===== src/rtl/core/dlld_ram.sv =====
// dlld_ram: single write port, single read port synchronous memory
// read data registered, held while no read is issued; no package use
module dlld_ram #(
    parameter int  WIDTH = 9,
    parameter int  DEPTH = 256,
    localparam int AW    = (DEPTH > 1) ? $clog2(DEPTH) : 1
) (
    input  logic             clk,
    input  logic             we,
    input  logic [AW-1:0]    waddr,
    input  logic [WIDTH-1:0] wdata,
    input  logic             re,
    input  logic [AW-1:0]    raddr,
    output logic [WIDTH-1:0] rdata
);

    logic [WIDTH-1:0] mem [DEPTH];
    logic [WIDTH-1:0] rdata_reg;

    // write port
    always_ff @(posedge clk)
    begin
        if (we)
        begin
            mem[waddr] <= wdata;
        end
    end

    // registered read port
    always_ff @(posedge clk)
    begin
        if (re)
        begin
            rdata_reg <= mem[raddr];
        end
    end

    assign rdata = rdata_reg;

endmodule


===== config.mk =====
export PLATFORM = sky130hd
export DESIGN_NAME = dlld_ram
export DESIGN_NICKNAME = d
export VERILOG_FILES = /design/src/rtl/core/dlld_ram.sv
export SDC_FILE = /design/constraint.sdc
export NUM_CORES = 2
export LEC_CHECK = 0
export BUFFER_PORTS_ARGS = -buffer_cell sky130_fd_sc_hd__buf_2
export CAP_MARGIN = 20
export CELL_PAD_IN_SITES_DETAIL_PLACEMENT = 1
export CELL_PAD_IN_SITES_GLOBAL_PLACEMENT = 1
export CORE_MARGIN = 1.5
export CORE_UTILIZATION = 39
export CTS_BUF_LIST = sky130_fd_sc_hd__clkbuf_4 sky130_fd_sc_hd__clkbuf_8
export CTS_CLUSTER_DIAMETER = 40
export DETAILED_ROUTE_END_ITERATION = 7
export HOLD_SLACK_MARGIN = 0.08
export PLACE_DENSITY = 0.55
export SYNTH_ARGS = -nofsm -noshare
export SYNTH_HDL_FRONTEND = slang
export SYNTH_SLANG_ARGS = --single-unit

===== constraint.sdc =====
create_clock -name clk -period 2.7 [get_ports clk]
set_input_delay 0.135 -clock clk [delete_from_list [all_inputs] [get_ports clk]]
set_output_delay 0.135 -clock clk [all_outputs]
set_load 0.03 [all_outputs]

==> flow_summary.ini <==
[detailed_routing]
ant_nets = 0
wl_mm = 265
first_pass_iters = 7
drcViolationCount = 0
drt-vias-per-instance = 5.53
wl_per_cell_um = 30.9
via_count = 47453
first_iter_violations = 4474

[timing]
setup_viol = 0
finClkSkew_ns = 0.0955
fin_crit_sh_pct = 97.9
relSlewSlack_pct = 27.7
tns_ns = 0
hold_viol = 0
worst_pin_slew_ns = 1.08
drv_slew = 0
rsz0062_at_grt = no
period_needed_ns = 2.64
fmax_mhz = 378

[worst_setup_path]
crit_family = simple AND/OR/NAND/NOR gates
start_kind = flop
path_cells = mux4_2 > a22oi_1 > a21oi_1 > nor4_1 > buf_4 > nor4_1
crit_top_cell = nor4_1
critPathKind = flop to flop
r2r_start = mem[159][1]
endpoint = rdata[1]
slowest_stage = nor4_1
end_kind = flop
crit_start = mem[159][1]
timing.rr.end = rdata[1]
r2r_slack_ns = 0.06
reg2reg_depth = 6
crit_path_max_incr_delay_ns = 0.67
critPathBufInv = 1
arrival_ns = 3.47
critPathMaxFanout = 1
worstPathRequired_ns = 3.52
path_depth = 6

[die]
die_h_um = 482
io_pins = 37
core_area_um2 = 227000
dieWidth_um = 482
initial_utilization_pct = 39.3
die_area_um2 = 232000
rows = 175

[placement]
place_congestion = 0.856
portBuffers = 36
postPlaceCellArea_um2 = 98800
hpwl_mm = 171

[synthesis]
synth_cells = 4237
syn_area_per_cell_um2 = 21.1
yosysWarningCount = 0
synth_top_cell_by_area = edfxtp_1
synth.distinct_cells = 56
yosysTopAreaCellShare_pct = 77.7
ys_ff_latch = 2313
seq_area_frac_synth_pct = 77.7
synth_edf_count = 2313
ys_async_sr_fraction_pct = 0
netlist_area_um2 = 89400
synth_fp_nets = 4265
ys_top_cells_by_area = edfxtp_1 78%, mux4_2 12%, mux2i_1 2.0%
synthFlopType = edfxtp_1

[final_layout]
layout_common_cells = 2313 x edfxtp_1, 683 x buf_4, 467 x mux4_2
final_common_cell = edfxtp_1
largest_reg_flops = 2304
final_cell_area_um2 = 108000
final_nets = 5277
nFillCells = 20872
drive_above_1_share_pct = 35.8
area_delta_synth_final_pct = 20.6

[cts]
ctsLongestPathBuffers = 4
cts_setup_buffers = 0
clk_pin_slew_worst_paths_ns = 0.06
clkLatencyLatePin_ns = 1.10
clock-root-buffer = clkbuf_8
clock_sinks = 2313
cts_tree = yes
cts_buffers = 432
h-tree-depth = 5

[global_routing]
antenna_found_initial = 19
grt-ovfl-total = 0
grt_start_max_net_pins = 92
grt_pass1_vias = 49994
grt_pass1_wl_mm = 379
grt.total_usage_pct = 23.1

[flow_run]
cap_violations = 0

[power]
ir_drop_mv = 0.608
power_density_nw_per_um2 = 724
power.leakage_nw = 35.4
power.total_w = 0.0780

[min_path]
hp-class = input port to flop
hold_depth = 3
hp-start = wdata[2]

[run_status]
status = completed
==> tightest hold or removal path, stage by stage <==
cell and delay, ns:
dlygate4sd3_1 0.56, buf_8 0.18, buf_12 0.20
==> cell type report <==
cell class / count / area, um^2 / share of cell area, %
Timing Repair Buffer: 837 / 7480 / 6.94
Inverter: 2 / 7.51 / 0.00697
Tap cell: 3009 / 3760 / 3.49
Clock buffer: 558 / 6910 / 6.41
Sequential cell: 2313 / 69500 / 64.5
Multi-Input combinational cell: 1663 / 18500 / 17.2
Antenna cell: 8 / 20.0 / 0.0186
Clock inverter: 196 / 1620 / 1.50
==> Yosys cell counts (10+ instances only) <==
cell type	number
mux2i_1	177
o21ai_0	31
nor3_1	21
nand2_1	40
nor2_1	305
nor4_1	27
nand4_1	11
edfxtp_1	2313
mux2_2	21
mux4_2	467
a211oi_1	26
nor2b_1	28
a221oi_1	11
buf_6	26
a22oi_1	174
nand3_1	31
buf_2	54
clkbuf_1	120
buf_8	12
a31oi_1	10
a21oi_1	98
buf_1	14
o22ai_1	65
o221ai_1	35
buf_4	28
==> metrics by stage <==
stage          utilization [%]  hold slack, ns  cells  setup WS (ns)
6_report                  47.4           0.186   8586         0.0556
5_1_grt                   47.4           0.109   8583         0.0140
4_1_cts                   47.3          0.0819   8578        0.00403
3_5_place_dp              43.4           0.592   7791          -1.16
3_3_place_gp              43.4           0.586   7790          -1.14
2_1_floorplan                -           0.234   4237          0.603
==> worst min path at each step <==
stage / slack (ns) / endpoint
2_1_floorplan: 0.23 / mem[0][0]
3_3_place_gp: 0.59 / rdata[3]
3_5_place_dp: 0.59 / rdata[3]
4_1_cts: 0.08 / mem[134][5]
5_1_grt: 0.11 / mem[148][2]
6_report: 0.19 / mem[155][2]
==> cells by family (layout without fill, tap and decap cells) <==
kind of cell | after synthesis | in the layout | synth area share [%]
AOI/OAI and AO/OA | 489 | 489 | 3.75
and+or+nand+nor | 500 | 500 | 2.50
DFF | 2313 | 2313 | 77.7
buffers and inverters | 261 | 1593 | 1.75
other | 0 | 8 | 0
muxes | 674 | 674 | 14.3
==> report_power, final <==
| group | switching, W | internal, W | total [W] | leakage, nW |
|---|---|---|---|---|
| combinational | 0.00273 | 0.00171 | 0.00445 | 10.1 |
| sequential | 0.0000674 | 0.0396 | 0.0397 | 20.8 |
| clock | 0.0147 | 0.0192 | 0.0339 | 4.46 |
==> per-layer routing <==
layer  wire, um  track usage, %
met1     116000            32.6
met2     127000            36.7
met3      15700            4.43
met4       5620            5.85
met5         75               0
==> repair_timing <==
action / in CTS / in global routing
resized for setup: 7 / 4
endpoints found under the hold margin: 3658 / 0
setup endpoints to repair: 4 / 3
hold buffers: 33 / 0
Power figures use the tool's default switching activity.
