`src/rtl/core/dlld_pkg.sv`:
```
// dlld_pkg: shared types, codes and helpers of the linked list deque
// no dependencies; imported by the controller, the top level and the checker
package dlld_pkg;

    // default node pool size
    localparam int CAPACITY_DEFAULT = 256;

    // element payload: tag at the top bit, value below
    localparam int VALUE_W = 32;
    localparam int PAY_W   = VALUE_W + 1;

    // request codes
    typedef enum logic [2:0] {
        REQ_PUSH_HEAD = 3'd0,
        REQ_PUSH_TAIL = 3'd1,
        REQ_POP_HEAD  = 3'd2,
        REQ_POP_TAIL  = 3'd3,
        REQ_DELETE    = 3'd4,
        REQ_SEARCH    = 3'd5,
        REQ_CLEAR     = 3'd6
    } req_t;

    // result status codes
    typedef enum logic [1:0] {
        STAT_OK        = 2'd0,
        STAT_EMPTY     = 2'd1,
        STAT_NOT_FOUND = 2'd2,
        STAT_FULL      = 2'd3
    } status_t;

    // sequencer states
    typedef enum logic [2:0] {
        S_IDLE,
        S_DISPATCH,
        S_ALLOC,
        S_LINK,
        S_WALK,
        S_UNLINK,
        S_RELEASE,
        S_DONE
    } state_t;

    // finished result handed from the controller to the output register
    typedef struct packed {
        logic                valid;
        status_t             status;
        logic                is_char;
        logic [VALUE_W-1:0]  value;
    } result_t;

    // tagged element as stored in the node pool; a character keeps its low 8 bits
    function automatic logic [PAY_W-1:0] make_key(input logic is_char,
                                                  input logic [VALUE_W-1:0] val);
        logic [PAY_W-1:0] key;
        if (is_char)
        begin
            key = {1'b1, {(VALUE_W-8){1'b0}}, val[7:0]};
        end
        else
        begin
            key = {1'b0, val};
        end
        return key;
    endfunction

endpackage

```
`src/rtl/core/dlld_ctrl.sv`:
```
// dlld_ctrl: request sequencer with list pointers, free chain head and walk
// depends on dlld_pkg; drives the three node memories instantiated at the top
module dlld_ctrl #(
    parameter int  CAPACITY = dlld_pkg::CAPACITY_DEFAULT,
    localparam int IW       = $clog2(CAPACITY + 1),
    localparam int AW       = $clog2(CAPACITY)
) (
    input  logic                   clk,
    input  logic                   rst_n,
    // request side
    input  logic                   in_valid,
    output logic                   in_ready,
    input  logic [2:0]             req_type,
    input  logic                   value_is_char,
    input  logic [31:0]            value,
    // result side
    output dlld_pkg::result_t      result,
    output logic [IW-1:0]          count,
    input  logic                   slot_free,
    // node memories
    output logic                   rd_en,
    output logic [AW-1:0]          rd_addr,
    input  logic [IW-1:0]          fwd_rd,
    input  logic [IW-1:0]          bwd_rd,
    input  logic [dlld_pkg::PAY_W-1:0] pay_rd,
    output logic                   fwd_we,
    output logic [AW-1:0]          fwd_waddr,
    output logic [IW-1:0]          fwd_wdata,
    output logic                   bwd_we,
    output logic [AW-1:0]          bwd_waddr,
    output logic [IW-1:0]          bwd_wdata,
    output logic                   pay_we,
    output logic [AW-1:0]          pay_waddr,
    output logic [dlld_pkg::PAY_W-1:0] pay_wdata
);

    import dlld_pkg::*;

    localparam logic [IW-1:0] NIL = IW'(CAPACITY);

    state_t             state_reg, state_next;
    logic [2:0]         req_reg, req_next;
    logic [PAY_W-1:0]   key_reg, key_next;
    logic [IW-1:0]      front_reg, front_next;
    logic [IW-1:0]      back_reg, back_next;
    logic [IW-1:0]      free_reg, free_next;
    logic [IW-1:0]      fill_reg, fill_next;
    logic [IW-1:0]      len_reg, len_next;
    logic [IW-1:0]      cur_reg, cur_next;
    logic [IW-1:0]      steps_reg, steps_next;
    logic               virgin_reg, virgin_next;
    status_t            res_status_reg, res_status_next;
    logic               res_char_reg, res_char_next;
    logic [VALUE_W-1:0] res_value_reg, res_value_next;

    // helper terms
    logic          list_empty;
    logic [IW-1:0] pop_node;
    logic [IW-1:0] unl_next;
    logic [IW-1:0] unl_prev;
    logic [IW-1:0] steps_inc;

    assign list_empty = (len_reg == '0) || (front_reg >= NIL);
    assign pop_node   = (req_reg == REQ_POP_HEAD) ? front_reg : back_reg;
    assign steps_inc  = steps_reg + IW'(1);

    // neighbors of the node being unlinked, ends forced to null
    assign unl_next = ((fwd_rd >= NIL) || (cur_reg == back_reg)) ? NIL : fwd_rd;
    assign unl_prev = ((bwd_rd >= NIL) || (cur_reg == front_reg)) ? NIL : bwd_rd;

    // state and data registers
    always_ff @(posedge clk or negedge rst_n)
    begin
        if (!rst_n)
        begin
            state_reg  <= S_IDLE;
            front_reg  <= NIL;
            back_reg   <= NIL;
            free_reg   <= '0;
            fill_reg   <= '0;
            len_reg    <= '0;
        end
        else
        begin
            state_reg  <= state_next;
            front_reg  <= front_next;
            back_reg   <= back_next;
            free_reg   <= free_next;
            fill_reg   <= fill_next;
            len_reg    <= len_next;
        end
    end

    // per-request working registers
    always_ff @(posedge clk)
    begin
        req_reg        <= req_next;
        key_reg        <= key_next;
        cur_reg        <= cur_next;
        steps_reg      <= steps_next;
        virgin_reg     <= virgin_next;
        res_status_reg <= res_status_next;
        res_char_reg   <= res_char_next;
        res_value_reg  <= res_value_next;
    end

    // next state, memory accesses and pointer updates
    always_comb
    begin
        state_next      = state_reg;
        req_next        = req_reg;
        key_next        = key_reg;
        front_next      = front_reg;
        back_next       = back_reg;
        free_next       = free_reg;
        fill_next       = fill_reg;
        len_next        = len_reg;
        cur_next        = cur_reg;
        steps_next      = steps_reg;
        virgin_next     = virgin_reg;
        res_status_next = res_status_reg;
        res_char_next   = res_char_reg;
        res_value_next  = res_value_reg;

        in_ready  = 1'b0;
        rd_en     = 1'b0;
        rd_addr   = '0;
        fwd_we    = 1'b0;
        fwd_waddr = '0;
        fwd_wdata = '0;
        bwd_we    = 1'b0;
        bwd_waddr = '0;
        bwd_wdata = '0;
        pay_we    = 1'b0;
        pay_waddr = '0;
        pay_wdata = '0;

        result.valid   = 1'b0;
        result.status  = res_status_reg;
        result.is_char = res_char_reg;
        result.value   = res_value_reg;

        unique case (state_reg)
            // take a new item
            S_IDLE:
            begin
                in_ready = 1'b1;
                if (in_valid)
                begin
                    req_next   = req_type;
                    key_next   = make_key(value_is_char, value);
                    state_next = S_DISPATCH;
                end
            end

            // check corner cases and issue the first read
            S_DISPATCH:
            begin
                res_status_next = STAT_OK;
                res_char_next   = 1'b0;
                res_value_next  = '0;
                state_next      = S_DONE;
                unique case (req_reg)
                    REQ_PUSH_HEAD, REQ_PUSH_TAIL:
                    begin
                        if ((free_reg >= NIL) || (len_reg >= NIL))
                        begin
                            res_status_next = STAT_FULL;
                        end
                        else
                        begin
                            rd_en       = 1'b1;
                            rd_addr     = free_reg[AW-1:0];
                            virgin_next = (free_reg == fill_reg);
                            state_next  = S_ALLOC;
                        end
                    end
                    REQ_POP_HEAD, REQ_POP_TAIL:
                    begin
                        if ((len_reg == '0) || (pop_node >= NIL))
                        begin
                            res_status_next = STAT_EMPTY;
                        end
                        else
                        begin
                            rd_en      = 1'b1;
                            rd_addr    = pop_node[AW-1:0];
                            cur_next   = pop_node;
                            state_next = S_UNLINK;
                        end
                    end
                    REQ_DELETE, REQ_SEARCH:
                    begin
                        if (list_empty)
                        begin
                            res_status_next = (req_reg == REQ_DELETE) ?
                                              STAT_EMPTY : STAT_NOT_FOUND;
                        end
                        else
                        begin
                            rd_en      = 1'b1;
                            rd_addr    = front_reg[AW-1:0];
                            cur_next   = front_reg;
                            steps_next = '0;
                            state_next = S_WALK;
                        end
                    end
                    REQ_CLEAR:
                    begin
                        // splice the whole list onto the free chain
                        if ((len_reg != '0) && (front_reg < NIL) && (back_reg < NIL))
                        begin
                            fwd_we    = 1'b1;
                            fwd_waddr = back_reg[AW-1:0];
                            fwd_wdata = free_reg;
                            free_next = front_reg;
                        end
                        front_next = NIL;
                        back_next  = NIL;
                        len_next   = '0;
                    end
                    default:
                    begin
                        res_status_next = STAT_OK;
                    end
                endcase
            end

            // take the free node and write its payload and own links
            S_ALLOC:
            begin
                cur_next = free_reg;
                if (virgin_reg)
                begin
                    // untouched nodes chain to their successor
                    free_next = free_reg + IW'(1);
                    fill_next = fill_reg + IW'(1);
                end
                else
                begin
                    free_next = fwd_rd;
                end
                pay_we    = 1'b1;
                pay_waddr = free_reg[AW-1:0];
                pay_wdata = key_reg;
                fwd_we    = 1'b1;
                fwd_waddr = free_reg[AW-1:0];
                fwd_wdata = (!list_empty && (req_reg == REQ_PUSH_HEAD)) ? front_reg : NIL;
                bwd_we    = 1'b1;
                bwd_waddr = free_reg[AW-1:0];
                bwd_wdata = (!list_empty && (req_reg == REQ_PUSH_TAIL)) ? back_reg : NIL;
                state_next = S_LINK;
            end

            // hook the new node to its neighbor and move the end pointer
            S_LINK:
            begin
                if (list_empty)
                begin
                    front_next = cur_reg;
                    back_next  = cur_reg;
                end
                else if (req_reg == REQ_PUSH_HEAD)
                begin
                    bwd_we     = 1'b1;
                    bwd_waddr  = front_reg[AW-1:0];
                    bwd_wdata  = cur_reg;
                    front_next = cur_reg;
                end
                else
                begin
                    if (back_reg < NIL)
                    begin
                        fwd_we    = 1'b1;
                        fwd_waddr = back_reg[AW-1:0];
                        fwd_wdata = cur_reg;
                    end
                    back_next = cur_reg;
                end
                len_next   = len_reg + IW'(1);
                state_next = S_DONE;
            end

            // compare one node per cycle, front to back
            S_WALK:
            begin
                if (pay_rd == key_reg)
                begin
                    res_status_next = STAT_OK;
                    state_next = (req_reg == REQ_DELETE) ? S_UNLINK : S_DONE;
                end
                else if ((fwd_rd >= NIL) || (steps_inc >= len_reg))
                begin
                    res_status_next = STAT_NOT_FOUND;
                    state_next      = S_DONE;
                end
                else
                begin
                    rd_en      = 1'b1;
                    rd_addr    = fwd_rd[AW-1:0];
                    cur_next   = fwd_rd;
                    steps_next = steps_inc;
                end
            end

            // bridge the neighbors of the node, read data still holds its links
            S_UNLINK:
            begin
                if ((req_reg == REQ_POP_HEAD) || (req_reg == REQ_POP_TAIL))
                begin
                    res_char_next  = pay_rd[PAY_W-1];
                    res_value_next = pay_rd[VALUE_W-1:0];
                end
                if (unl_prev < NIL)
                begin
                    fwd_we    = 1'b1;
                    fwd_waddr = unl_prev[AW-1:0];
                    fwd_wdata = unl_next;
                end
                else
                begin
                    front_next = unl_next;
                end
                if (unl_next < NIL)
                begin
                    bwd_we    = 1'b1;
                    bwd_waddr = unl_next[AW-1:0];
                    bwd_wdata = unl_prev;
                end
                else
                begin
                    back_next = unl_prev;
                end
                state_next = S_RELEASE;
            end

            // push the node onto the free chain
            S_RELEASE:
            begin
                fwd_we    = 1'b1;
                fwd_waddr = cur_reg[AW-1:0];
                fwd_wdata = free_reg;
                free_next = cur_reg;
                if (len_reg != '0)
                begin
                    len_next = len_reg - IW'(1);
                end
                state_next = S_DONE;
            end

            // hand the result over once the output register has room
            S_DONE:
            begin
                result.valid = 1'b1;
                if (slot_free)
                begin
                    state_next = S_IDLE;
                end
            end
        endcase
    end

    assign count = len_reg;

endmodule

```
`config.mk`:
```
export PLATFORM = sky130hd
export DESIGN_NAME = dlld_ctrl
export DESIGN_NICKNAME = d
export VERILOG_FILES = /design/src/rtl/core/dlld_pkg.sv /design/src/rtl/core/dlld_ctrl.sv
export SDC_FILE = /design/constraint.sdc
export NUM_CORES = 1
export LEC_CHECK = 0
export BUFFER_PORTS_ARGS = -buffer_cell sky130_fd_sc_hd__buf_2
export CORE_MARGIN = 2
export CORE_UTILIZATION = 40
export DETAILED_ROUTE_END_ITERATION = 6
export GPL_TIMING_DRIVEN = 1
export PLACE_DENSITY = 0.72
export SLEW_MARGIN = 20
export SYNTH_ARGS = -nofsm -noshare
export SYNTH_HDL_FRONTEND = slang
export SYNTH_SLANG_ARGS = --single-unit
```
`constraint.sdc`:
```
create_clock -name clk -period 3.6 [get_ports clk]
set_input_delay 0.9 -clock clk [delete_from_list [all_inputs] [get_ports clk]]
set_output_delay 0.9 -clock clk [all_outputs]
set_load 0.005 [all_outputs]
```
==> results, run 1 <==
- The library cell used as clock root buffer is sky130_fd_sc_hd__clkbuf_16.
- The largest individual stage delay along the critical path comes from the cell sky130_fd_sc_hd__edfxtp_1.
- The first-pass GRT wire length is 44.4 mm.
- Setup repair after global routing could not meet its margin everywhere.
- Clock skew on the completed layout was measured at 0.0170 ns.
- The number of H-tree branching levels is 4.
- The flip-flop cell with the highest count after synthesis is sky130_fd_sc_hd__edfxtp_1.
- In the final routing, the length of wire on met1 measures 11.5 mm.
- The cell count after synthesis is 899.
- The pin count of the biggest net entering global routing is 42.
- The met2 wire length is 13.5 mm.
- The number of flops mapped to enable cells by yosys is 90.
- The checks that failed: design-rule violations, negative setup slack.
- When the netlist entered floorplanning its net count stood at 1015.
- The critical path goes through nand3_2, nor2_4, buf_6, nand4_1, xnor2_2, ha_2, a211oi_2, nand3_1, a31oi_1, o21ai_2, nor3_4, buf_12, buf_12, o2bb2ai_2, buf_2.
- The first detailed-routing pass ran for 7 iterations.
- The number of placement rows is 54.
- The average footprint of a synthesized cell is 9.77 um^2.
- The headroom to the max-slew limit is 0.401.
- The critical path endpoint category is an output pin.
- The async set-or-reset flop fraction in the synthesized netlist is 0.348.
- The highest routed metal layer is met4.
- Leaving out filler cells and counting taps, the final layout contains 1438.
- The max-slew violation count was 0.
- In this design, the critical path's most frequently occurring cell is sky130_fd_sc_hd__buf_12.
- The count of buffers added on input and output ports is 223.
- The final layout contains routed wiring with a total length of 29.0 mm.
- Based on the critical path, the design can be clocked at up to 260 MHz.
- For this configuration, the core starts out at a cell density of 0.405.
- At the later pin of the worst-skew pair, clock insertion delay measures 0.43 ns.
- In the final layout, the share of cells above drive strength 1 is 0.339.
- The worst slack at placement is -0.114 ns.
- After legalization and detailed placement, the total HPWL measured 20.2 mm.
- Counting the fill cells in the layout gives 1886.
- The cell area that synthesis handed to floorplanning was 0.00878 mm^2.
- The residual overflow from global routing is 0.
- The layout overhead on the synthesized area is 30.0%.
- Once routing completed, OpenROAD measured the worst setup slack at -0.251 ns.
- The total power per unit cell area is 711 mW/mm^2.
- The count of nets left with antenna violations once routing finished came out at 0.
- The share of the synthesized area in the top cell type is 0.308.
- The overall die width is 152 um.
- The number of setup violations in the final report is 10.
- The final-report hold violation count is 0.
- Routability-driven placement finished with a final weighted congestion of 0.951.
- Using the TritonRoute via totals, the vias-per-cell ratio works out to 5.83.
- The die height is 152 um.
- VDD sags by at most 0.368 mV.
- The design area is 0.0114 mm^2.
- The type of origin of the critical path is a register.
- For this run, the register share of the synthesized area comes to 0.445.
- The sink count of the clock tree is 138.
- The area of the die is 0.0231 mm^2.
- The register with the most flip-flops in the layout has 33 of them.
- The cell type contributing the most total cell area after synthesis is sky130_fd_sc_hd__edfxtp_1.
- TritonCTS built the clock tree.
- During I/O placement, the number of pins put on the boundary was 224.
- The worst path in the final design needs a cycle of 3.85 ns, including I/O delays and setup.
- Dividing the detail-routed wire length by the instance count gives 20.2 um.
- The number of antenna violations at the first check in global routing is 1.
- The delay of the slowest cell on the worst path is 0.37 ns.
- Summed over all nets, wire length on met3 after detailed routing comes to 2.96 mm.
- The critical path is of the register to output pin type.
- In the layout the commonest cells are sky130_fd_sc_hd__buf_2, sky130_fd_sc_hd__nand2_1, sky130_fd_sc_hd__edfxtp_1, sky130_fd_sc_hd__buf_4, sky130_fd_sc_hd__xor2_1.
- The post-synthesis register bit count is 138.
- Hold is met by 0.382 ns.
- The tightest min-delay check is of the input pin to async pin type.
- The cell total after placement is 1374.
- The most frequent standard cell in the layout excluding fill and tap cells is sky130_fd_sc_hd__buf_2.
- The via count of the first global-routing pass is 7965.
- In this run the static leakage power is 5.19 nW.
- The worst path arrival time is 2.95 ns.
- The all-layer global routing usage is 0.242.
- Once placement finished, the instance area stood at 0.0103 mm^2.
- Setup total negative slack on the finished layout was measured at -1.98 ns.
- The maximum fanout count along the critical path is 5.
- Of the available clock period, the critical path in the final layout requires 1.07.
- For this block, the via count after detailed routing is 8390.
- At the pin with the least slew margin, the transition time is 0.898 ns.
- At the worst endpoint, the required time is 2.70 ns.
- The clock-pin slew on the worst setup and hold paths is 0.07 ns.
- In this run, the number of DRC markers left after iteration 0 of detailed routing was 944.
- In the routed design, unresolved DRC markers number 3.
- The final layout contains 1260 nets.
- The count of distinct cell types in the synthesized netlist is 68.
- The count of yosys warnings during synthesis is 0.
- The number of buffers created by CTS is 17.
- The max-capacitance violation count is 0.
- The flow ran to the end, but the final reports show violations.
- Yosys attributes the largest share of cell area to sky130_fd_sc_hd__edfxtp_1, sky130_fd_sc_hd__dfrtp_1, sky130_fd_sc_hd__xor2_1.
- The number of buffers on the longest clock path is 2.
- The core area is 0.0217 mm^2.
==> worst max-delay path, delay by kind of cell, from the launching register on <==
family | cells | cell delay, ns
compound gates | 4 | 0.54
xor+xnor | 1 | 0.18
fa+ha+maj | 1 | 0.19
buf+inv | 4 | 0.50
flops | 1 | 0.37
simple gates | 5 | 0.72
==> cells in the mapped netlist, types with 10 or more instances <==
| master | n |
|---|---|
| sky130_fd_sc_hd__clkbuf_1 | 48 |
| sky130_fd_sc_hd__buf_2 | 11 |
| sky130_fd_sc_hd__nor3_1 | 14 |
| sky130_fd_sc_hd__a21oi_1 | 34 |
| sky130_fd_sc_hd__nand3_1 | 24 |
| sky130_fd_sc_hd__a32oi_1 | 10 |
| sky130_fd_sc_hd__a221o_1 | 10 |
| sky130_fd_sc_hd__edfxtp_1 | 90 |
| sky130_fd_sc_hd__a211oi_1 | 15 |
| sky130_fd_sc_hd__ha_1 | 24 |
| sky130_fd_sc_hd__a221oi_1 | 11 |
| sky130_fd_sc_hd__xor2_1 | 51 |
| sky130_fd_sc_hd__inv_1 | 26 |
| sky130_fd_sc_hd__a222oi_1 | 16 |
| sky130_fd_sc_hd__nand2_1 | 105 |
| sky130_fd_sc_hd__nor2_1 | 40 |
| sky130_fd_sc_hd__nor2b_1 | 37 |
| sky130_fd_sc_hd__dfrtp_1 | 46 |
| sky130_fd_sc_hd__and3_1 | 50 |
| sky130_fd_sc_hd__o21ai_0 | 25 |
| sky130_fd_sc_hd__o22ai_1 | 10 |
| sky130_fd_sc_hd__nor4_1 | 10 |
| sky130_fd_sc_hd__xnor2_1 | 35 |
| sky130_fd_sc_hd__and2_1 | 40 |
==> where the power goes <==
part / internal (W) / switching, W / leakage (nW)
Combinational: 0.00154 / 0.00207 / 3.46
Clock: 0.00106 / 0.000799 / 0.303
Sequential: 0.00209 / 0.000537 / 1.42
Total: 0.00470 / 0.00341 / 5.19
==> per-layer routing <==
layer / vias to the layer above / GRT usage
met2: 504 / 0.383
met1: 4011 / 0.318
li1: 3793 / -
met5: - / 0
met4: 0 / 0.0917
met3: 82 / 0.0663
==> final timing paths <==
| path | start | end | slack (ns) | cells past startpoint |
|---|---|---|---|---|
| max reg2reg | steps_reg[4]$_SDFFCE_PN0P_ | cur_reg[5]$_DFFE_PP_ | 0.37 | 15 |
| max in group asynchronous | rst_n | front_reg[8]$_DFFE_PN1P_ | 2.58 | 2 |
| min | rst_n | back_reg[2]$_DFFE_PN0P_ | 0.38 | 1 |
| min reg2reg | fill_reg[8]$_DFFE_PN0P_ | fill_reg[8]$_DFFE_PN0P_ | 0.51 | 1 |
| max | steps_reg[4]$_SDFFCE_PN0P_ | rd_addr[2] | -0.25 | 15 |
| min in group clk | fill_reg[8]$_DFFE_PN0P_ | fill_reg[8]$_DFFE_PN0P_ | 0.51 | 1 |
==> cell families after synthesis <==
kind of cell    Yosys count  share of synthesized area
compound gates          183                      0.155
xor+xnor                 86                     0.0858
fa+ha+maj                25                     0.0365
buf+inv                  97                     0.0462
flops                   138                      0.445
mux                      19                     0.0267
simple gates            351                      0.205
==> metrics by stage <==
| step | util | power, W |
|---|---|---|
| global route | 0.526 | 0.00857 |
| CTS | 0.516 | 0.00795 |
| finish | 0.526 | 0.00811 |
| global placement | 0.474 | 0.00590 |
| detailed placement | 0.474 | 0.00596 |
| floorplan | - | 0.00484 |
==> what timing repair did <==
| action | 4_1_cts | 5_1_grt |
|---|---|---|
| hold buffers | 0 | 0 |
| endpoints found under the hold margin | 0 | 0 |
| pin swaps | 14 | 13 |
| setup endpoints to repair | 41 | 34 |
| buffers inserted | 14 | 18 |
| gates resized for setup | 30 | 31 |
| cloned | 1 | 0 |
==> area by class of cell <==
| type | instances | area [um^2] | share of cell area |
|---|---|---|---|
| clock buffer | 17 | 425 | 0.0373 |
| timing repair buffer | 295 | 1720 | 0.151 |
| clock inverter | 15 | 198 | 0.0173 |
| inverter | 28 | 105 | 0.00921 |
| sequential | 138 | 3910 | 0.343 |
| multi-input combinational | 664 | 4700 | 0.412 |
| tap | 280 | 350 | 0.0307 |
| antenna | 1 | 2.50 | 0.000219 |
Note: power is estimated with default switching activity, not from simulation.
==> run 2: changes to the inputs <==
- ABC_AREA: default -> 1
==> run 2 against run 1 <==
  * The run ends with negative setup slack left
  * Maximum frequency is 3.2% lower
  * Largest cell class unchanged
  * Hold slack better by 0.12 ns
  * Clock power is 4% lower
  * Via count up 14%
  * Global-route usage grew 1.8 points
  * Synthesized cell count up 40%
  * Non-clock buffer count decreased by 46
  * Register-to-register slack worse by 0.16 ns
  * Cell area rose by 2.3%
  * Setup slack got worse by 0.13 ns
  * Area after synthesis up 6.5%
==> results, run 2 <==
- The setup skew after layout is 0.00999 ns.
- The placement-stage cell area is 0.0109 mm^2.
- The clock insertion delay at the later pin of the skew report is 0.42 ns.
- The tool flagged a number of max-cap violations equal to 0.
- Summed over all cells, the static leakage comes to 5.96 nW.
- On the worst path, the slowest cell contributes a delay of 0.36 ns.
- For the pin with the worst max-slew slack, the measured transition is 0.685 ns.
- After layout, the worst setup slack is -0.380 ns.
- The number of nets in the synthesized netlist is 1373.
- The synthesized design contains 90 enable-type register cells.
- The cell sitting at the root of the clock tree is a sky130_fd_sc_hd__clkbuf_16.
- The area growth from synthesis to layout is 24.9%.
- The flow ran to the end, but the final reports show violations.
- The via count of the first global-routing pass is 9046.
- The final-report hold violation count came to 0.
- The post-route minimum period is 3.98 ns.
- The net switching share of the total power is 0.445.
- Yosys printed 0 warnings.
- Headroom to the max-slew limit came out at 0.543.
- By area the synthesized netlist is led by sky130_fd_sc_hd__edfxtp_1, sky130_fd_sc_hd__dfrtp_1, sky130_fd_sc_hd__nand2_1.
- Measured along the x axis, the die boundary spans 157 um.
- The die covers 0.0246 mm^2.
- Adding up every negative setup slack in the final design gives -3.18 ns.
- After detailed routing, the number of remaining DRC violations is 0.
- The max-slew violation count is 0.
- STA classifies the critical path startpoint as a register.
- The post-layout instance count excluding filler cells is 1827.
- The number of antenna violations at the first check in global routing is 1.
- The I/O pin count is 224.
- Walking the worst path, the cells encountered are ha_2, nand2_2, nor2_4, nand3_2, nand3b_1, xor2_1, inv_1, ha_4, a21o_1, nor2_2, nand4_1, nor2_2, nand2_2, buf_6, o22ai_4, buf_2.
- In this run the core area contains 55 standard-cell rows.
- The synthesized design spends more area on one cell type than any other, namely sky130_fd_sc_hd__edfxtp_1.
- After synthesis the netlist holds a flip-flop and latch count of 138.
- The detailed placement HPWL is 24.5 mm.
- The internal power of the cells totals 0.00471 W.
- The final routed wirelength across all metal layers is 32.1 mm.
- The data required time at the worst endpoint is 2.70 ns.
- The critical path endpoint category is an output pin.
- The initial standard-cell utilization of the core is 0.411.
- Summed over all layers, the global routing overflow is 0.
- The mapped netlist covers 0.00935 mm^2.
- sky130_fd_sc_hd__nand2_1 is the most common cell in the netlist.
- The switching power is 0.00377 W.
- The share of the synthesized area in the top cell type is 0.289.
- The most frequent standard cell in the layout excluding fill and tap cells is sky130_fd_sc_hd__nand2_1.
- The post-layout net count is 1617.
- The slowest stage of the critical path belongs to the cell sky130_fd_sc_hd__edfxtp_1.
- Detailed routing inserted a total of 9598 vias.
- The number of setup violations in the final report is 9.
- During placement, the flow inserted port buffers numbering 223.
- The per-cell via count in the routed design is 5.25.
- The antenna diode count is 0.
- The combinational cell fraction of total power is 0.476.
- Counting both buffers and inverters, the worst setup path holds a total of 3.
- After routing the design area is 0.0117 mm^2.
- The type of the tightest min-delay check is register to register.
- The sequential share of power is 0.315.
- TritonCTS built the clock tree.
- The pin count of the biggest net entering global routing is 49.
- The count of distinct cell types in the synthesized netlist is 53.
- The number of violations reported at the end of detailed-routing iteration 0 is 809.
- The portion of the post-synthesis area used by sequential elements is 0.418.
- The number of buffers created by CTS is 17.
- The first-pass GRT wire length is 48.7 mm.
- The cell class contributing the biggest share of worst-path delay is simple AND/OR/NAND/NOR gates.
- Across every metal layer, demand over resource in global routing totals 0.260.
- Setup repair after global routing could not meet its margin everywhere.
- Before antenna repair, the detailed router went through 6 iterations.
- For this design, the CTS-stage hold fixing added 0 buffers.
- After synthesis, the mean cell area works out to 7.44 um^2.
- The sink count of the clock tree is 138.
- Across the VDD grid, the largest voltage drop is 0.329 mV.
- The flip-flop count of the largest register, all copies and words added is 33.
- The post-route antenna net violation count is 0.
- In the synthesized netlist the dominant register cell turns out to be sky130_fd_sc_hd__edfxtp_1.
- Sorting the synthesized cells by how often they occur yields sky130_fd_sc_hd__nand2_1, sky130_fd_sc_hd__inv_1, sky130_fd_sc_hd__nor2_1.
- The final clock period utilization by the worst path is 1.11.
- Once placement completed, the tool counted placed cells totaling 1790.
- The die is 157 um tall.
- After technology mapping, the gate count stands at 1257.
- The total design power is 0.00848 W.
- Derived from the worst setup path, the maximum achievable clock frequency is 251 MHz.
- The fraction of final layout cells with drive strength greater than 1 is 0.236.
- The weighted congestion reported at the end of routability-driven placement is 1.04.
- The total power per unit cell area is 726 mW/mm^2.
- The final reports fail on negative setup slack.
- The core area is 0.0228 mm^2.
- The clock-pin slew on the worst setup and hold paths is 0.06 ns.
- The number of buffers on the longest clock path is 2.
- The worst path arrival time is 3.08 ns.
- After synthesis, the share of flip-flops with an asynchronous set or reset is 0.348.
- The critical path is of the register to output pin type.
- The routed wirelength normalized by instance count is 17.6 um.
- The relative contribution of the clock network to total power is 0.209.
- The clock tree synthesis step divided the H-tree into 4 levels.
- In the layout the commonest cells are sky130_fd_sc_hd__nand2_1, sky130_fd_sc_hd__buf_2, sky130_fd_sc_hd__inv_1, sky130_fd_sc_hd__nor2_1, sky130_fd_sc_hd__edfxtp_1.
- Of all nets on the critical path, the largest fanout is 5.
-- run 2: cell count changes in the layout (fill, tap and decap cells not counted), moves of 39 or more --
cell,before,now
sky130_fd_sc_hd__nand3_1,23,63
sky130_fd_sc_hd__and3_1,50,1
sky130_fd_sc_hd__buf_4,62,23
sky130_fd_sc_hd__nand2_1,102,289
sky130_fd_sc_hd__nor2_1,35,177
sky130_fd_sc_hd__o21ai_0,21,67
sky130_fd_sc_hd__inv_1,26,204
-- run 2: path summary, 6_finish.rpt --
path | slack (ns) | cells past startpoint | from | endpoint
max in group asynchronous | 2.53 | 2 | rst_n | fill_reg[7]$_DFFE_PN0P_
worst max register to register | 0.21 | 17 | steps_reg[0]$_SDFFCE_PN0P_ | steps_reg[7]$_SDFFCE_PN0P_
worst min-delay path | 0.50 | 1 | fill_reg[8]$_DFFE_PN0P_ | fill_reg[8]$_DFFE_PN0P_
min in group asynchronous | 0.59 | 2 | rst_n | count[5]$_DFFE_PN0P_
worst min register to register | 0.50 | 1 | fill_reg[8]$_DFFE_PN0P_ | fill_reg[8]$_DFFE_PN0P_
worst max-delay path | -0.38 | 16 | steps_reg[0]$_SDFFCE_PN0P_ | rd_addr[2]
-- run 2: area by class of cell --
type / count / area [um^2]
multi-input cells: 867 / 4600
fillers: 2205 / 11100
repair buffers: 249 / 1330
well taps: 313 / 392
flip-flops and latches: 138 / 3910
clock buffers: 23 / 479
clock inverters: 9 / 114
inverters: 228 / 861
-- run 2: logic make-up after synthesis --
logic type,count (synthesis),share of synthesized area
simple gates,620,0.291
buf+inv,252,0.105
compound gates,181,0.113
flops,138,0.418
xor+xnor,40,0.0375
fa+ha+maj,25,0.0343
mux,1,0.00120
-- run 2: per-stage QoR --
step                 util  setup WS (ns)  hold slack (ns)
floorplan               -          0.210            0.464
global placement    0.479          0.106            0.480
detailed placement  0.479       0.000461            0.482
CTS                 0.506         -0.382            0.493
global route        0.513         -0.546            0.521
finish              0.513         -0.380            0.498
-- run 2: power groups by stage --
stage	combinational (W)	sequential (W)	clock (W)
floorplan	0.00251	0.00256	0
detailed placement	0.00383	0.00269	0
finish	0.00404	0.00267	0.00178
global placement	0.00379	0.00268	0
CTS	0.00388	0.00266	0.00180
global route	0.00445	0.00272	0.00187
-- run 2: layer usage --
layer	track usage	share of wire
met3	0.0479	0.083
met5	0	0.00041
met1	0.351	0.42
met4	0.105	0.033
met2	0.414	0.46
-- run 2: timing repair --
action | 4_1_cts | 5_1_grt
hold endpoints to repair | 0 | 0
gates resized for setup | 6 | 23
endpoints found under the setup margin | 9 | 20
cloned | 0 | 1
buffers inserted | 0 | 4
pin swaps | 3 | 7
==> run 3: changes to the inputs <==
- SKIP_CTS_REPAIR_TIMING: default -> 1
==> run 3 against run 2 <==
  * The run still ends with negative setup slack left
  * Hold slack about the same
  * Sequential share of layout area about the same
  * Setup slack got worse by 0.019 ns
  * Maximum frequency decreased by 0.46%
  * Clock power about the same
  * Highest routed layer unchanged
  * Register-to-register slack got worse by 0.02 ns
  * Combinational power about the same
==> results, run 3 (synthesis results as in run 2) <==
- The number of buffers created by CTS is 17.
- Of the cells placed in the final design, the portion with a size suffix greater than 1 is 0.236.
- The via count of the first global-routing pass was 9049.
- Measured along the y axis, the die boundary spans 157 um.
- The final clock period utilization by the worst path is 1.11.
- The critical path endpoint category is an output pin.
- The max-slew violation count came to 0.
- Of the total power, the share spent switching nets is 0.444.
- In this run the static leakage power is 5.95 nW.
- The core area is 0.0228 mm^2.
- After detailed routing, the number of vias per cell comes to 5.25.
- The number of placement rows is 55.
- The I/O pin count is 224.
- The clock-pin slew on the worst setup and hold paths is 0.06 ns.
- The max-capacitance violation count is 0.
- The H-tree was split into 4 levels.
- For the pin with the worst max-slew slack, the measured transition is 0.691 ns.
- The fill cell instance count of the final layout is 2208.
- The cell type of the slowest stage on the worst timing path is sky130_fd_sc_hd__edfxtp_1.
- IR analysis of the VDD net gives a maximum drop of 0.327 mV.
- The post-route antenna net violation count is 0.
- 0 antenna diodes ended up in the layout.
- At the worst endpoint, the required time is 2.70 ns.
- The number of setup violations in the final report is 9.
- For this design the ratio of total power to cell area is 726 mW/mm^2.
- Entering global routing, the biggest net connects 49 pins.
- The signal on the critical path passes through ha_2, nand2_2, nor2_4, nand3_2, nand3b_1, xor2_1, inv_1, ha_4, a21o_1, nor2_2, nand4_1, nor2_2, nand2_2, buf_6, o22ai_4, buf_2.
- In the layout the commonest cells are sky130_fd_sc_hd__nand2_1, sky130_fd_sc_hd__buf_2, sky130_fd_sc_hd__inv_1, sky130_fd_sc_hd__nor2_1, sky130_fd_sc_hd__edfxtp_1.
- Setup repair after global routing could not meet its margin everywhere.
- For this configuration, the core starts out at a cell density of 0.411.
- The worst pin sits at a relative slew slack of 0.539.
- The sequential share of power is 0.315.
- The weighted congestion reported at the end of routability-driven placement is 1.04.
- The detailed placement HPWL is 24.5 mm.
- The first detailed-routing pass ran for 6 iterations.
- The layout overhead on the synthesized area is 24.7%.
- The post-route minimum period is 4.00 ns.
- The final reports fail on negative setup slack.
- CTS saw 138 sinks.
- Clock tree synthesis selected as its root buffer the cell sky130_fd_sc_hd__clkbuf_16.
- The first global-routing pass estimated 48.7 mm of wire.
- The count of input and output buffers is 223.
- The flip-flop count of the largest register, all copies and words added is 33.
- The number of buffers on the longest clock path is 2.
- The combinational cell fraction of total power is 0.475.
- The relative contribution of the clock network to total power is 0.210.
- The final routed wirelength across all metal layers is 32.0 mm.
- After the last flow step, the layout net total stands at 1617.
- For this block, the initial DRC count from the detailed router was 876.
- The achievable frequency is 250 MHz.
- After layout, the design draws a total of 0.00847 W.
- From left edge to right edge, the die measures 157 um.
- Across every metal layer, demand over resource in global routing totals 0.260.
- Detailed routing inserted a total of 9598 vias.
- The cell-internal power is 0.00471 W.
- The final-report hold violation count is 0.
- The routed wirelength normalized by instance count is 17.5 um.
- The number of antenna violations at the first check in global routing is 1.
- On the worst path, the slowest cell contributes a delay of 0.36 ns.
- Along the worst path, the maximum fanout reaches 5.
- The switching power is 0.00376 W.
- The CTS tree is done.
- For this run, design rule violations remaining after detail routing come to 0.
- Leaving out fill and tap cells, the most frequent cell in the layout is sky130_fd_sc_hd__nand2_1.
- The area of the die is 0.0246 mm^2.
- The minimum setup slack in the final design is -0.398 ns.
- In this run the worst hold path is classified as register to register.
- The run finished, with violations left.
- The type of origin of the critical path is a register.
- The setup skew after layout is 0.0103 ns.
- Summed over all layers, the global routing overflow is 0.
- The worst path arrival time is 3.10 ns.
- The clock insertion delay at the later pin of the skew report is 0.42 ns.
- The type of the worst setup path is register to output pin.
- Before CTS, the worst setup slack after placement is 0.000461 ns.
run 3: cell types whose count changed in the layout (fill, tap and decap cells not counted):
| cell | before | now |
|---|---|---|
| sky130_fd_sc_hd__and3_2 | 0 | 1 |
| sky130_fd_sc_hd__xor2_2 | 2 | 0 |
| sky130_fd_sc_hd__and3_1 | 1 | 0 |
| sky130_fd_sc_hd__xor2_1 | 15 | 17 |
run 3: critical path: cells and delay by family, from the launching register on:
kind	cells	cell delay [ns]
adders and majority gates	2	0.42
xor gates and xnor gates	1	0.21
and+or+nand+nor	8	0.96
AOI/OAI and AO/OA	2	0.31
buffers and inverters	3	0.41
DFF	1	0.36
run 3: power groups by stage:
stage	combinational, W	clock (W)	sequential (W)
5_1_grt	0.00445	0.00187	0.00272
4_1_cts	0.00385	0.00180	0.00266
6_report	0.00403	0.00178	0.00267
3_3_place_gp	0.00379	0	0.00268
2_1_floorplan	0.00251	0	0.00256
3_5_place_dp	0.00383	0	0.00269
run 3: cell type report:
cell class,instances,area [um^2],share of cell area
Clock inverter,9,114,0.00976
Inverter,228,861,0.0738
Tap cell,313,392,0.0336
Sequential cell,138,3910,0.335
Timing Repair Buffer,249,1330,0.114
Multi-Input combinational cell,867,4580,0.393
Clock buffer,23,479,0.0411
run 3: worst paths after layout:
path,startpoint,end,slack [ns],cells past startpoint
worst max-delay path,steps_reg[0]$_SDFFCE_PN0P_,rd_addr[2],-0.40,16
worst min-delay path,fill_reg[8]$_DFFE_PN0P_,fill_reg[8]$_DFFE_PN0P_,0.50,1
worst max register to register,steps_reg[0]$_SDFFCE_PN0P_,cur_reg[7]$_DFFE_PP_,0.19,18
worst min register to register,fill_reg[8]$_DFFE_PN0P_,fill_reg[8]$_DFFE_PN0P_,0.50,1
max in group asynchronous,rst_n,fill_reg[7]$_DFFE_PN0P_,2.52,2
min in group asynchronous,rst_n,count[6]$_DFFE_PN0P_,0.59,2
run 3: layer usage:
metal  wire length [um]  track usage  part of all wire  vias to the layer above
li1                   -            -                 -                     4572
met1              13500        0.351              0.42                     4466
met2              14800        0.414              0.46                      485
met3               2690       0.0479             0.084                       73
met4               1030        0.105             0.032                        2
met5                 13            0           0.00041                        -
run 3: metrics by stage:
stage | util | setup TNS (ns) | std cells | area [um^2] | hold WS (ns)
after floorplan | - | 0 | 1257 | 9350 | 0.464
after global placement | 0.479 | 0 | 1790 | 10900 | 0.480
after detailed placement | 0.479 | 0 | 1790 | 10900 | 0.482
after CTS | 0.505 | -4.03 | 1822 | 11500 | 0.493
after global routing | 0.512 | -5.08 | 1827 | 11700 | 0.521
final | 0.512 | -3.32 | 1827 | 11700 | 0.498
